==> src/design/lru_page_replacement_defines.svh <==
// Assertion macros used by the LRU page replacement module.
`ifndef LRU_PAGE_REPLACEMENT_DEFINES_SVH
`define LRU_PAGE_REPLACEMENT_DEFINES_SVH

// Same-cycle implication, checked on every rising edge outside reset.
`define LRUPR_ASSERT_NOW(label, ante, cons) \
	label: assert property (@(posedge clk) disable iff (!arst_n) (ante) |-> (cons)) \
		else $error("LRU page replacement: same-cycle check failed");

// Next-cycle implication, checked on every rising edge outside reset.
`define LRUPR_ASSERT_NEXT(label, ante, cons) \
	label: assert property (@(posedge clk) disable iff (!arst_n) (ante) |=> (cons)) \
		else $error("LRU page replacement: next-cycle check failed");

`endif

==> src/design/lrupr_pkg.sv <==
// Types and constants shared by the LRU page replacement design.
package lrupr_pkg;

	localparam int FRAMES      = 16;
	localparam int FRAME_IDX_W = $clog2(FRAMES);
	localparam int FRAME_CNT_W = FRAME_IDX_W + 1;
	localparam int PAGE_BITS   = 16;
	localparam int RANK_W      = 4;
	localparam int FAULT_W     = 32;
	localparam int CFG_ADDR_W  = 3;
	localparam int CFG_DATA_W  = 32;
	localparam int CFG_FIU_W   = 5;

	localparam logic [RANK_W-1:0]      RANK_MAX        = '1;
	localparam logic [FAULT_W-1:0]     FAULT_MAX       = '1;
	localparam logic [CFG_FIU_W-1:0]   FRAMES_IN_USE_RST = CFG_FIU_W'(FRAMES);
	localparam logic [FRAME_CNT_W-1:0] FRAMES_CNT      = FRAME_CNT_W'(FRAMES);

	// Register index codes (word address bit above the byte offset).
	localparam logic [0:0] REG_FRAMES_IN_USE = 1'b0;

	// Input beat: one page reference.
	typedef struct packed {
		logic [PAGE_BITS-1:0] page_number;
		logic                 last_of_string;
	} req_t;

	// Result beat.
	typedef struct packed {
		logic                   hit;
		logic [FRAME_IDX_W-1:0] frame_slot;
		logic                   evicted_valid;
		logic [PAGE_BITS-1:0]   evicted_page;
		logic [FAULT_W-1:0]     fault_count;
	} rsp_t;

	typedef enum logic [1:0] {
		ST_IDLE,
		ST_SCAN,
		ST_UPDATE
	} state_t;

endpackage

==> src/design/lru_page_replacement.sv <==
// LRU page replacement engine: sequential frame walk, rank update and APB register.
//
//  channel   | direction | handshake            | beat
//  ----------+-----------+----------------------+----------------------------------
//  request   | in        | start high, busy low | req (page_number, last_of_string)
//  result    | out       | done, one cycle      | rsp (hit, slot, eviction, faults)
//  register  | in/out    | APB, pready always 1 | frames_in_use at address 0
//
// A reference walks the frames in use one per cycle through a single page comparator
// fed by the page RAM's registered read port. A miss walks every frame in use, a hit
// stops the walk at the matching frame; done follows in the first cycle that busy is
// low. Reset empties all frames and sets sixteen frames in use. The receiver cannot
// stall results.
`include "lru_page_replacement_defines.svh"

module lru_page_replacement (
	input  logic                              clk,
	input  logic                              arst_n,
	input  logic                              psel,
	input  logic                              penable,
	input  logic                              pwrite,
	input  logic [lrupr_pkg::CFG_ADDR_W-1:0]  paddr,
	input  logic [lrupr_pkg::CFG_DATA_W-1:0]  pwdata,
	output logic [lrupr_pkg::CFG_DATA_W-1:0]  prdata,
	output logic                              pready,
	input  logic                              start,
	input  lrupr_pkg::req_t                   req,
	output logic                              busy,
	output logic                              done,
	output lrupr_pkg::rsp_t                   rsp
);

	import lrupr_pkg::*;

	state_t                 state_q, state_d;
	logic [CFG_FIU_W-1:0]   frames_cfg_q;
	logic [PAGE_BITS-1:0]   page_q;
	logic                   last_q;
	logic [FRAME_CNT_W-1:0] n_q;
	logic [FRAME_IDX_W-1:0] idx_q;
	logic [FRAME_IDX_W-1:0] cmp_idx_q;
	logic                   cmp_v_q;
	logic                   valid_q [FRAMES];
	logic [RANK_W-1:0]      rank_q [FRAMES];
	logic [FAULT_W-1:0]     faults_q;
	logic                   hit_q;
	logic [FRAME_IDX_W-1:0] hit_slot_q;
	logic                   empty_found_q;
	logic [FRAME_IDX_W-1:0] empty_slot_q;
	logic [RANK_W-1:0]      best_rank_q;
	logic [FRAME_IDX_W-1:0] lru_slot_q;
	logic [PAGE_BITS-1:0]   lru_page_q;
	logic                   done_q;
	rsp_t                   rsp_q;

	logic [PAGE_BITS-1:0]   ram_rdata;
	logic                   ram_we;
	logic [FRAME_IDX_W-1:0] upd_slot;
	logic                   frame_match;
	logic                   cmp_last;
	logic                   cfg_wr;
	logic [FRAME_CNT_W-1:0] n_clamped;
	logic [RANK_W-1:0]      hit_rank;
	logic [FAULT_W-1:0]     faults_next;
	logic                   valid_d [FRAMES];
	logic [RANK_W-1:0]      rank_d [FRAMES];

	// Page store, written on a fault and read one frame per cycle during the walk.
	lrupr_ram #(
		.WIDTH(PAGE_BITS),
		.DEPTH(FRAMES)
	) u_page_ram (
		.clk  (clk),
		.we   (ram_we),
		.waddr(upd_slot),
		.wdata(page_q),
		.raddr(idx_q),
		.rdata(ram_rdata)
	);

	// Configuration port.
	assign pready = 1'b1;
	assign cfg_wr = psel && penable && pwrite
		&& (paddr[CFG_ADDR_W-1] == REG_FRAMES_IN_USE);
	assign prdata = (paddr[CFG_ADDR_W-1] == REG_FRAMES_IN_USE)
		? CFG_DATA_W'(frames_cfg_q) : '0;

	// Frames in use, held to the range one to FRAMES.
	always_comb begin
		if (frames_cfg_q == '0) begin
			n_clamped = FRAME_CNT_W'(1);
		end else if (CFG_FIU_W'(frames_cfg_q) > CFG_FIU_W'(FRAMES_CNT)) begin
			n_clamped = FRAMES_CNT;
		end else begin
			n_clamped = FRAME_CNT_W'(frames_cfg_q);
		end
	end

	// Compare of the frame whose page has just come out of the RAM.
	assign frame_match = valid_q[cmp_idx_q] && (ram_rdata == page_q);
	assign cmp_last    = ({1'b0, cmp_idx_q} == (n_q - FRAME_CNT_W'(1)));
	assign hit_rank    = rank_q[hit_slot_q];
	assign faults_next = (faults_q != FAULT_MAX) ? faults_q + FAULT_W'(1) : faults_q;

	// Frame chosen for this reference.
	always_comb begin
		if (hit_q) begin
			upd_slot = hit_slot_q;
		end else if (empty_found_q) begin
			upd_slot = empty_slot_q;
		end else begin
			upd_slot = lru_slot_q;
		end
	end

	// Sequencer: next state and RAM write enable.
	always_comb begin
		state_d = state_q;
		ram_we  = 1'b0;
		case (state_q)
			ST_IDLE: begin
				if (start) begin
					state_d = ST_SCAN;
				end
			end
			ST_SCAN: begin
				if (cmp_v_q && (frame_match || cmp_last)) begin
					state_d = ST_UPDATE;
				end
			end
			ST_UPDATE: begin
				ram_we  = !hit_q;
				state_d = ST_IDLE;
			end
			default: begin
				state_d = ST_IDLE;
			end
		endcase
	end

	// Valid bits and ranks: other valid frames in use age; on a hit only newer ones do.
	always_comb begin
		for (int j = 0; j < FRAMES; j++) begin
			valid_d[j] = valid_q[j];
			rank_d[j]  = rank_q[j];
			if ((FRAME_CNT_W'(j) < n_q) && (FRAME_IDX_W'(j) != upd_slot) && valid_q[j]) begin
				if ((!hit_q || (rank_q[j] < hit_rank)) && (rank_q[j] != RANK_MAX)) begin
					rank_d[j] = rank_q[j] + RANK_W'(1);
				end
			end
			if (FRAME_IDX_W'(j) == upd_slot) begin
				valid_d[j] = 1'b1;
				rank_d[j]  = '0;
			end
			if (last_q) begin
				valid_d[j] = 1'b0;
				rank_d[j]  = '0;
			end
		end
	end

	// State register.
	always_ff @(posedge clk or negedge arst_n) begin
		if (!arst_n) begin
			state_q <= ST_IDLE;
		end else begin
			state_q <= state_d;
		end
	end

	// Register file, walk bookkeeping, frame table and result.
	always_ff @(posedge clk or negedge arst_n) begin
		if (!arst_n) begin
			frames_cfg_q  <= FRAMES_IN_USE_RST;
			page_q        <= '0;
			last_q        <= 1'b0;
			n_q           <= FRAMES_CNT;
			idx_q         <= '0;
			cmp_idx_q     <= '0;
			cmp_v_q       <= 1'b0;
			faults_q      <= '0;
			hit_q         <= 1'b0;
			hit_slot_q    <= '0;
			empty_found_q <= 1'b0;
			empty_slot_q  <= '0;
			best_rank_q   <= '0;
			lru_slot_q    <= '0;
			lru_page_q    <= '0;
			done_q        <= 1'b0;
			rsp_q         <= '0;
			for (int j = 0; j < FRAMES; j++) begin
				valid_q[j] <= 1'b0;
				rank_q[j]  <= '0;
			end
		end else begin
			done_q <= 1'b0;
			if (cfg_wr) begin
				frames_cfg_q <= pwdata[CFG_FIU_W-1:0];
			end
			case (state_q)
				ST_IDLE: begin
					if (start) begin
						page_q        <= req.page_number;
						last_q        <= req.last_of_string;
						n_q           <= n_clamped;
						idx_q         <= '0;
						cmp_v_q       <= 1'b0;
						hit_q         <= 1'b0;
						empty_found_q <= 1'b0;
					end
				end
				ST_SCAN: begin
					idx_q     <= idx_q + FRAME_IDX_W'(1);
					cmp_idx_q <= idx_q;
					cmp_v_q   <= 1'b1;
					if (cmp_v_q) begin
						if (frame_match) begin
							hit_q      <= 1'b1;
							hit_slot_q <= cmp_idx_q;
						end
						if (!valid_q[cmp_idx_q] && !empty_found_q) begin
							empty_found_q <= 1'b1;
							empty_slot_q  <= cmp_idx_q;
						end
						// Least recently used: first frame holding the largest rank.
						if ((cmp_idx_q == '0) || (rank_q[cmp_idx_q] > best_rank_q)) begin
							best_rank_q <= rank_q[cmp_idx_q];
							lru_slot_q  <= cmp_idx_q;
							lru_page_q  <= ram_rdata;
						end
					end
				end
				ST_UPDATE: begin
					for (int j = 0; j < FRAMES; j++) begin
						valid_q[j] <= valid_d[j];
						rank_q[j]  <= rank_d[j];
					end
					if (last_q) begin
						faults_q <= '0;
					end else if (!hit_q) begin
						faults_q <= faults_next;
					end
					done_q              <= 1'b1;
					rsp_q.hit           <= hit_q;
					rsp_q.frame_slot    <= upd_slot;
					rsp_q.evicted_valid <= !hit_q && !empty_found_q;
					rsp_q.evicted_page  <= (!hit_q && !empty_found_q) ? lru_page_q : '0;
					rsp_q.fault_count   <= hit_q ? faults_q : faults_next;
				end
				default: begin
					cmp_v_q <= 1'b0;
				end
			endcase
		end
	end

	assign busy = (state_q != ST_IDLE);
	assign done = done_q;
	assign rsp  = rsp_q;

	// Checks on the sequencer and the result.
	`LRUPR_ASSERT_NEXT(a_accept_goes_busy, start && !busy, busy)
	`LRUPR_ASSERT_NEXT(a_update_gives_result, state_q == ST_UPDATE, done && !busy)
	`LRUPR_ASSERT_NOW(a_evict_only_on_fault, done && rsp.evicted_valid, !rsp.hit)
	`LRUPR_ASSERT_NOW(a_fault_counted, done && !rsp.hit, rsp.fault_count != '0)
	`LRUPR_ASSERT_NOW(a_slot_in_use, state_q == ST_UPDATE, {1'b0, upd_slot} < n_q)

endmodule

==> src/design/lrupr_ram.sv <==
// Generic single-write, single-read RAM with registered read data.
module lrupr_ram #(
	parameter int WIDTH = 16,
	parameter int DEPTH = 16
) (
	input  logic                     clk,
	input  logic                     we,
	input  logic [$clog2(DEPTH)-1:0] waddr,
	input  logic [WIDTH-1:0]         wdata,
	input  logic [$clog2(DEPTH)-1:0] raddr,
	output logic [WIDTH-1:0]         rdata
);

	logic [WIDTH-1:0] mem [DEPTH];

	// Write port and registered read port.
	always_ff @(posedge clk) begin
		if (we) begin
			mem[waddr] <= wdata;
		end
		rdata <= mem[raddr];
	end

endmodule

==> config.mk <==
export PLATFORM = sky130hd
export DESIGN_NAME = lru_page_replacement
export DESIGN_NICKNAME = d
export VERILOG_FILES = /design/src/design/lrupr_pkg.sv /design/src/design/lru_page_replacement.sv /design/src/design/lrupr_ram.sv
export VERILOG_INCLUDE_DIRS = /design/src /design/src/design
export SDC_FILE = /design/constraint.sdc
export NUM_CORES = 1
export LEC_CHECK = 0
export BUFFER_PORTS_ARGS = -buffer_cell sky130_fd_sc_hd__buf_4
export CAP_MARGIN = 20
export CORE_ASPECT_RATIO = 1.25
export CORE_MARGIN = 2
export CORE_UTILIZATION = 35
export CTS_CLUSTER_DIAMETER = 60
export DETAILED_ROUTE_END_ITERATION = 6
export PLACE_DENSITY_LB_ADDON = 0.25
export SLEW_MARGIN = 20
export SYNTH_ARGS = -nofsm -noshare
export SYNTH_HDL_FRONTEND = slang
export SYNTH_SLANG_ARGS = --single-unit
==> constraint.sdc <==
create_clock -name clk -period 5.49 [get_ports clk]
set_input_delay 0 -clock clk [delete_from_list [all_inputs] [get_ports clk]]
set_output_delay 0 -clock clk [all_outputs]
set_load 0.01 [all_outputs]
Yosys cells after proc, flatten, opt, wreduce, memory -nomap -nowiden. Memory sizes are Yosys's and may differ from the RTL's. A register that Yosys moved wholly into a read port is not among the register bits. Index checks and enable logic that the tools add are counted. W data, S select, Z words.

Order comparisons: 36. Add/sub/neg operators: 19. Bitwise gates (word level): 4. Multiplexer cells: 131. Equal/unequal tests: 56. Reduce and logical (&&, ||, !) cells: 172.

Operators with widths (count): $mux W4 (71); $mux W32 (3); $reduce_bool A3 Y1 (32); $add A4 B1 Y4 const B (17); $lt A4 B4 Y1 (16); $ne A4 B4 Y1 const B (16); $reduce_and A3 Y1 (19); $logic_and A1 B1 Y1 (55); $mux W1 (43); $lt A4 B5 Y1 const A (8); $reduce_and A2 Y1 (20); $reduce_bool A2 Y1 (18); $add A32 B1 Y32 const B (1); $bmux W4 S4 (2); $eq A4 B4 Y1 const A (8); $ne A32 B32 Y1 const B (1); $ne A4 B4 Y1 const A (8); $lt A3 B5 Y1 const A (4); $logic_or A1 B1 Y1 (18); $eq A16 B16 Y1 (1); $eq A3 B4 Y1 const A (4); $mux W16 (1); $ne A3 B4 Y1 const A (4); $mux W5 (3); 28 further kinds (45).

Register bits after elaboration: 239. Logic and storage cells: 473. Memory bits (writable): 256. Memories kept: 1.

Memories: u_page_ram.mem (depth 16, width 16, read ports 1, clocked after memory_dff 1, wr ports 1, line lrupr_ram.sv:14) `logic [WIDTH-1:0] mem [DEPTH];`.

Longest topological paths before layout.
Word-level depth: 11. Depth in mapped cells: 13. Depth with buffers taken out: 10.

Cells and area by module. From an unflattened synthesis, not the netlist that was laid out.

Cell total of the unflattened synthesis: 1926. Area, all modules: 24747.5 um^2.

By module, submodules not included: lru_page_replacement (area each 14705.4 um^2, instances 1, cells each 1494); lrupr_ram (area each 10042.1 um^2, instances 1, cells each 432).

Worst setup path before layout. Ideal clock, no wire load.

Path kind: flip-flop to flip-flop. Start point: register hit_slot_q[0]. End point: register rank_q[22] in the netlist's numbering. Library setup time: 119 ps. Data arrival time: 4085 ps. Clock period less this slack: 4204 ps. Buffers on the path: 2. Path slack: 1286 ps. Stages on the path, launching flop included: 12. Cells stage by stage: dfrtp_1 -> clkbuf_1 -> buf_1 -> mux4_2 -> mux4_2 -> inv_1 -> ha_1 -> a21o_1 -> a21o_1 -> a2111oi_1 -> a31oi_1 -> o21a_1.

Cells in the longest elaborated chain, start to end: 9. Elaborated cells between the ends (all ways): 17. Classes of those cells: order compare: 1; eq/ne: 2; mux: 6; bitwise: 1; reduce/logical: 7.

RTL lines: from (decl) (line lru_page_replacement.sv:47) `logic [FRAME_IDX_W-1:0] hit_slot_q;`; from (signal assigned) (line lru_page_replacement.sv:219) `hit_slot_q <= cmp_idx_q;`; $not A4 Y5 (not written as such) (line lru_page_replacement.sv:102) `assign hit_rank = rank_q[hit_slot_q];`; $bmux W4 S4 (line lru_page_replacement.sv:102); $mux W4 (not written as such) (2 in series) (line lru_page_replacement.sv:102); $lt A4 B4 Y1 (line lru_page_replacement.sv:147) `if ((!hit_q || (rank_q[j] < hit_rank)) && (rank_q[j] != RANK_MAX)) begin`; $logic_or A1 B1 Y1 (line lru_page_replacement.sv:147); $logic_and A1 B1 Y1 (line lru_page_replacement.sv:147); $reduce_bool A3 Y1 (no line); $reduce_and A3 Y1 (no line); to (signal, indexed assignment) (line lru_page_replacement.sv:236) `rank_q[j] <= rank_d[j];`; to (decl) (line lru_page_replacement.sv:44) `logic [RANK_W-1:0] rank_q [FRAMES];`.

Several ways; a longest one is shown, not always the timed one. The select of a mux whose other input is x is not followed. A chain may end at the register's enable or synchronous reset.

Worst setup path in the final report.
Start point: register hit_slot_q[0]. End point: register rank_q[51] in the netlist's numbering.

Same word-level chain as after synthesis.

==> flow_summary.ini <==
[status]
outcome = completed

[clock_network]
post_cts.repair.setup_buffers = 0
htreeDepth = 2
cts_buffers = 55
cts_resized = 0
numClockSinks = 511
postCtsHoldBufs = 31
clk-insertion-delay-late_ns = 0.65
cts_tree = built
cts-root-buf = clkbuf_16
cts_buffer_depth = 3
clk_pin_slew_ns = 0.07

[global_route]
track_usage_pct = 18.3
grt_antenna_before_repair = 0
grt_pass1_vias = 17134
grt_overflow = 0
grt_first_pass_wirelength_mm = 104
grt_max_degree = 158

[route]
ant_nets = 0
vias = 17213
drt-initial-drc-count = 1561
drt_wl_total_mm = 67.4
routed_via_density = 5.64
drtPass1Iterations = 5
wire_per_inst_um = 22.1
drc_errors = 0

[power_and_ir_drop]
switching_power_mw = 4.87
p_leak_nw = 11.3
power_frac_seq_pct = 43.3
totalPowerFinal_mw = 13.6
ir_drop_v = 0.000323
swShare_pct = 35.8
internal_power_mw = 8.75
p_per_area_nw_per_um2 = 473
clkPwrFrac_pct = 27.7
power_frac_comb_pct = 29.0

[critical_path]
cp-end-kind = register
worstPathArrival_ns = 4.93
critPathRequiredTime_ns = 6.01
cp-start-kind = register
cp_max_fo = 18
worstSetupPathType = register to register

[finish]
areaGrowthSynthToFinish_pct = 15.7
design_area_sq_um = 28800
drive_gt1_share_pct = 19.8
nFillCells = 6589
nets = 2194
n_antenna_cell = 0

[yosys]
postSynthCellCount = 1959
synth_seq_area_share_pct = 56.2
syn_area_per_cell_sq_um = 12.7
yosysUniqueCellTypes = 92
synth-edff-count = 256
ys_seq_elements = 511
syn-cell-area_sq_um = 24900
synthArstFlopShare_pct = 46.8
yosysWarnings = 0
ys.flop_type = edfxtp_1

[sta]
setup-violations-final = 0
tightest_slew_ns = 1.03
fin_hold_ws_ns = 0.126
rsz0062_at_grt = no
slew_viol_final = 0
setup_tns_ns = 0
finalCriticalPeriod_ns = 4.41
finalCritPeriodShare_pct = 80.2
hold_viol = 0
worst_slack_ns = 1.08
slew_headroom_pct = 31.1
clock.fmax_mhz = 227
skew_ns = 0.0625

[placement]
pre_cts_slack_ns = 1.16
portBuffers = 89
place.gp.congestion = 0.904
place_hpwl_mm = 42.6
place_area_sq_um = 26600

[floorplanning]
start_util_pct = 35.3
die_x_um = 243
pin_count = 147
die_y_um = 302
row_count = 109
dieArea_sq_um = 73300
fp.coreArea_sq_um = 70500

[flow_run]
maxCapViolCount = 0

[worst_hold_path]
hold_path_class = input pin to register
registers in the layout, summed over array words and instances (netlist names):
name / count
rank_q: 64
idx_q: 4
empty_found_q: 1
empty_slot_q: 4
valid_q: 16
u_page_ram.rdata: 16
cmp_idx_q: 4
n_q: 5
cmp_v_q: 1
state_q: 2
rsp: 54
done: 1
lru_page_q: 16
frames_cfg_q: 5
best_rank_q: 4
lru_slot_q: 4
u_page_ram.mem: 256
page_q: 16
hit_q: 1
faults_q: 32
hit_slot_q: 4
last_q: 1
final timing paths:
check | endpoint | cells past startpoint | slack (ns) | from
min in group asynchronous | frames_cfg_q[1] | 3 | 0.51 | arst_n
max | rank_q[51] | 9 | 1.08 | hit_slot_q[0]
min | page_q[5] | 3 | 0.13 | req[6]
max reg2reg | rank_q[51] | 9 | 1.08 | hit_slot_q[0]
min reg2reg | rsp[50] | 2 | 0.48 | rsp[50]
max in group asynchronous | rank_q[51] | 4 | 3.64 | arst_n
cell type report:
| type | instances | area (sq um) | share of cell area [%] |
|---|---|---|---|
| Clock inverter | 23 | 263 | 0.913 |
| Tap cell | 943 | 1180 | 4.10 |
| Inverter | 33 | 124 | 0.430 |
| Sequential cell | 511 | 14000 | 48.6 |
| Timing Repair Buffer | 166 | 1360 | 4.72 |
| Clock buffer | 81 | 1600 | 5.54 |
| Multi-Input combinational cell | 1297 | 10300 | 35.7 |
cells in the mapped netlist, drive strengths merged, types with 12 or more instances:
cell | instances | area, sq um
mux2 | 68 | 766
o21ai | 144 | 721
nand4 | 35 | 246
a22oi | 17 | 133
o21a | 21 | 158
dfxtp | 16 | 320
o31ai | 23 | 173
nor3 | 15 | 85.1
xnor2 | 32 | 280
nand2b | 17 | 106
and3 | 15 | 93.8
nand3 | 68 | 345
clkbuf | 83 | 312
nand2 | 174 | 653
a31oi | 23 | 144
xor2 | 20 | 175
a22o | 25 | 219
mux4 | 75 | 1690
and4 | 12 | 106
a41oi | 18 | 158
mux2i | 82 | 821
ha | 72 | 901
dfrtp | 237 | 5930
nor2 | 50 | 188
a21oi | 81 | 405
a221oi | 17 | 149
inv | 32 | 120
nor2b | 12 | 75.1
edfxtp | 256 | 7690
a21o | 28 | 210
buf | 61 | 359
o41ai | 18 | 184
metal layers:
metal | GRT usage [%] | vias up | part of all wire, % | wire [um]
met1 | 22.6 | 8735 | 41 | 27600
met3 | 3.02 | 158 | 5.2 | 3510
met4 | 6.76 | 0 | 3.4 | 2310
met5 | 0 | - | 0 | 0
met2 | 32.3 | 586 | 50 | 34000
li1 | - | 7734 | - | -
worst max-delay path, stage by stage, from the launching register on:
cell and delay [ns]:
dfrtp_1 0.94, mux4_2 0.66, mux4_2 0.47, inv_1 0.65, ha_1 0.37, nand3_1 0.09
a21oi_1 0.08, or4b_2 0.70, nor3_1 0.16, o21bai_1 0.13
stage by stage:
step / cells / util, %
2_1_floorplan: 1985 / -
3_3_place_gp: 2918 / 37.7
3_5_place_dp: 2919 / 37.8
4_1_cts: 3054 / 40.8
5_1_grt: 3054 / 40.8
6_report: 3054 / 40.8
placed cells by master, fill, tap and decap left out, drive strengths merged, types with 25 or more instances in the layout:
cell type / count
a21o: 28
a21oi: 81
a22o: 25
buf: 135
clkbuf: 81
conb: 28
dfrtp: 237
dlygate4sd3: 31
edfxtp: 256
ha: 72
inv: 37
mux2: 68
mux2i: 82
mux4: 75
nand2: 174
nand3: 68
nand4: 35
nor2: 50
o21ai: 144
xnor2: 32
logic make-up after synthesis:
logic type	after synthesis	share of synthesized area, %
AO/OA/AOI/OAI	480	13.0
XOR/XNOR	52	1.83
adder cells (fa/ha/maj)	72	3.62
buffers and inverters	177	3.19
flip-flops	511	56.2
multiplexers	225	13.2
other	2	0.0302
AND/OR/NAND/NOR	440	9.00
power groups by stage:
stage / sequential, mW / combinational [mW] / clock [mW]
after global routing: 6.02 / 4.29 / 3.99
after CTS: 5.90 / 3.96 / 3.86
after floorplan: 5.40 / 2.89 / 0
after detailed placement: 5.97 / 3.91 / 0
final: 5.90 / 3.95 / 3.77
after global placement: 5.93 / 3.84 / 0
Note: power is estimated with default switching activity, not from simulation.
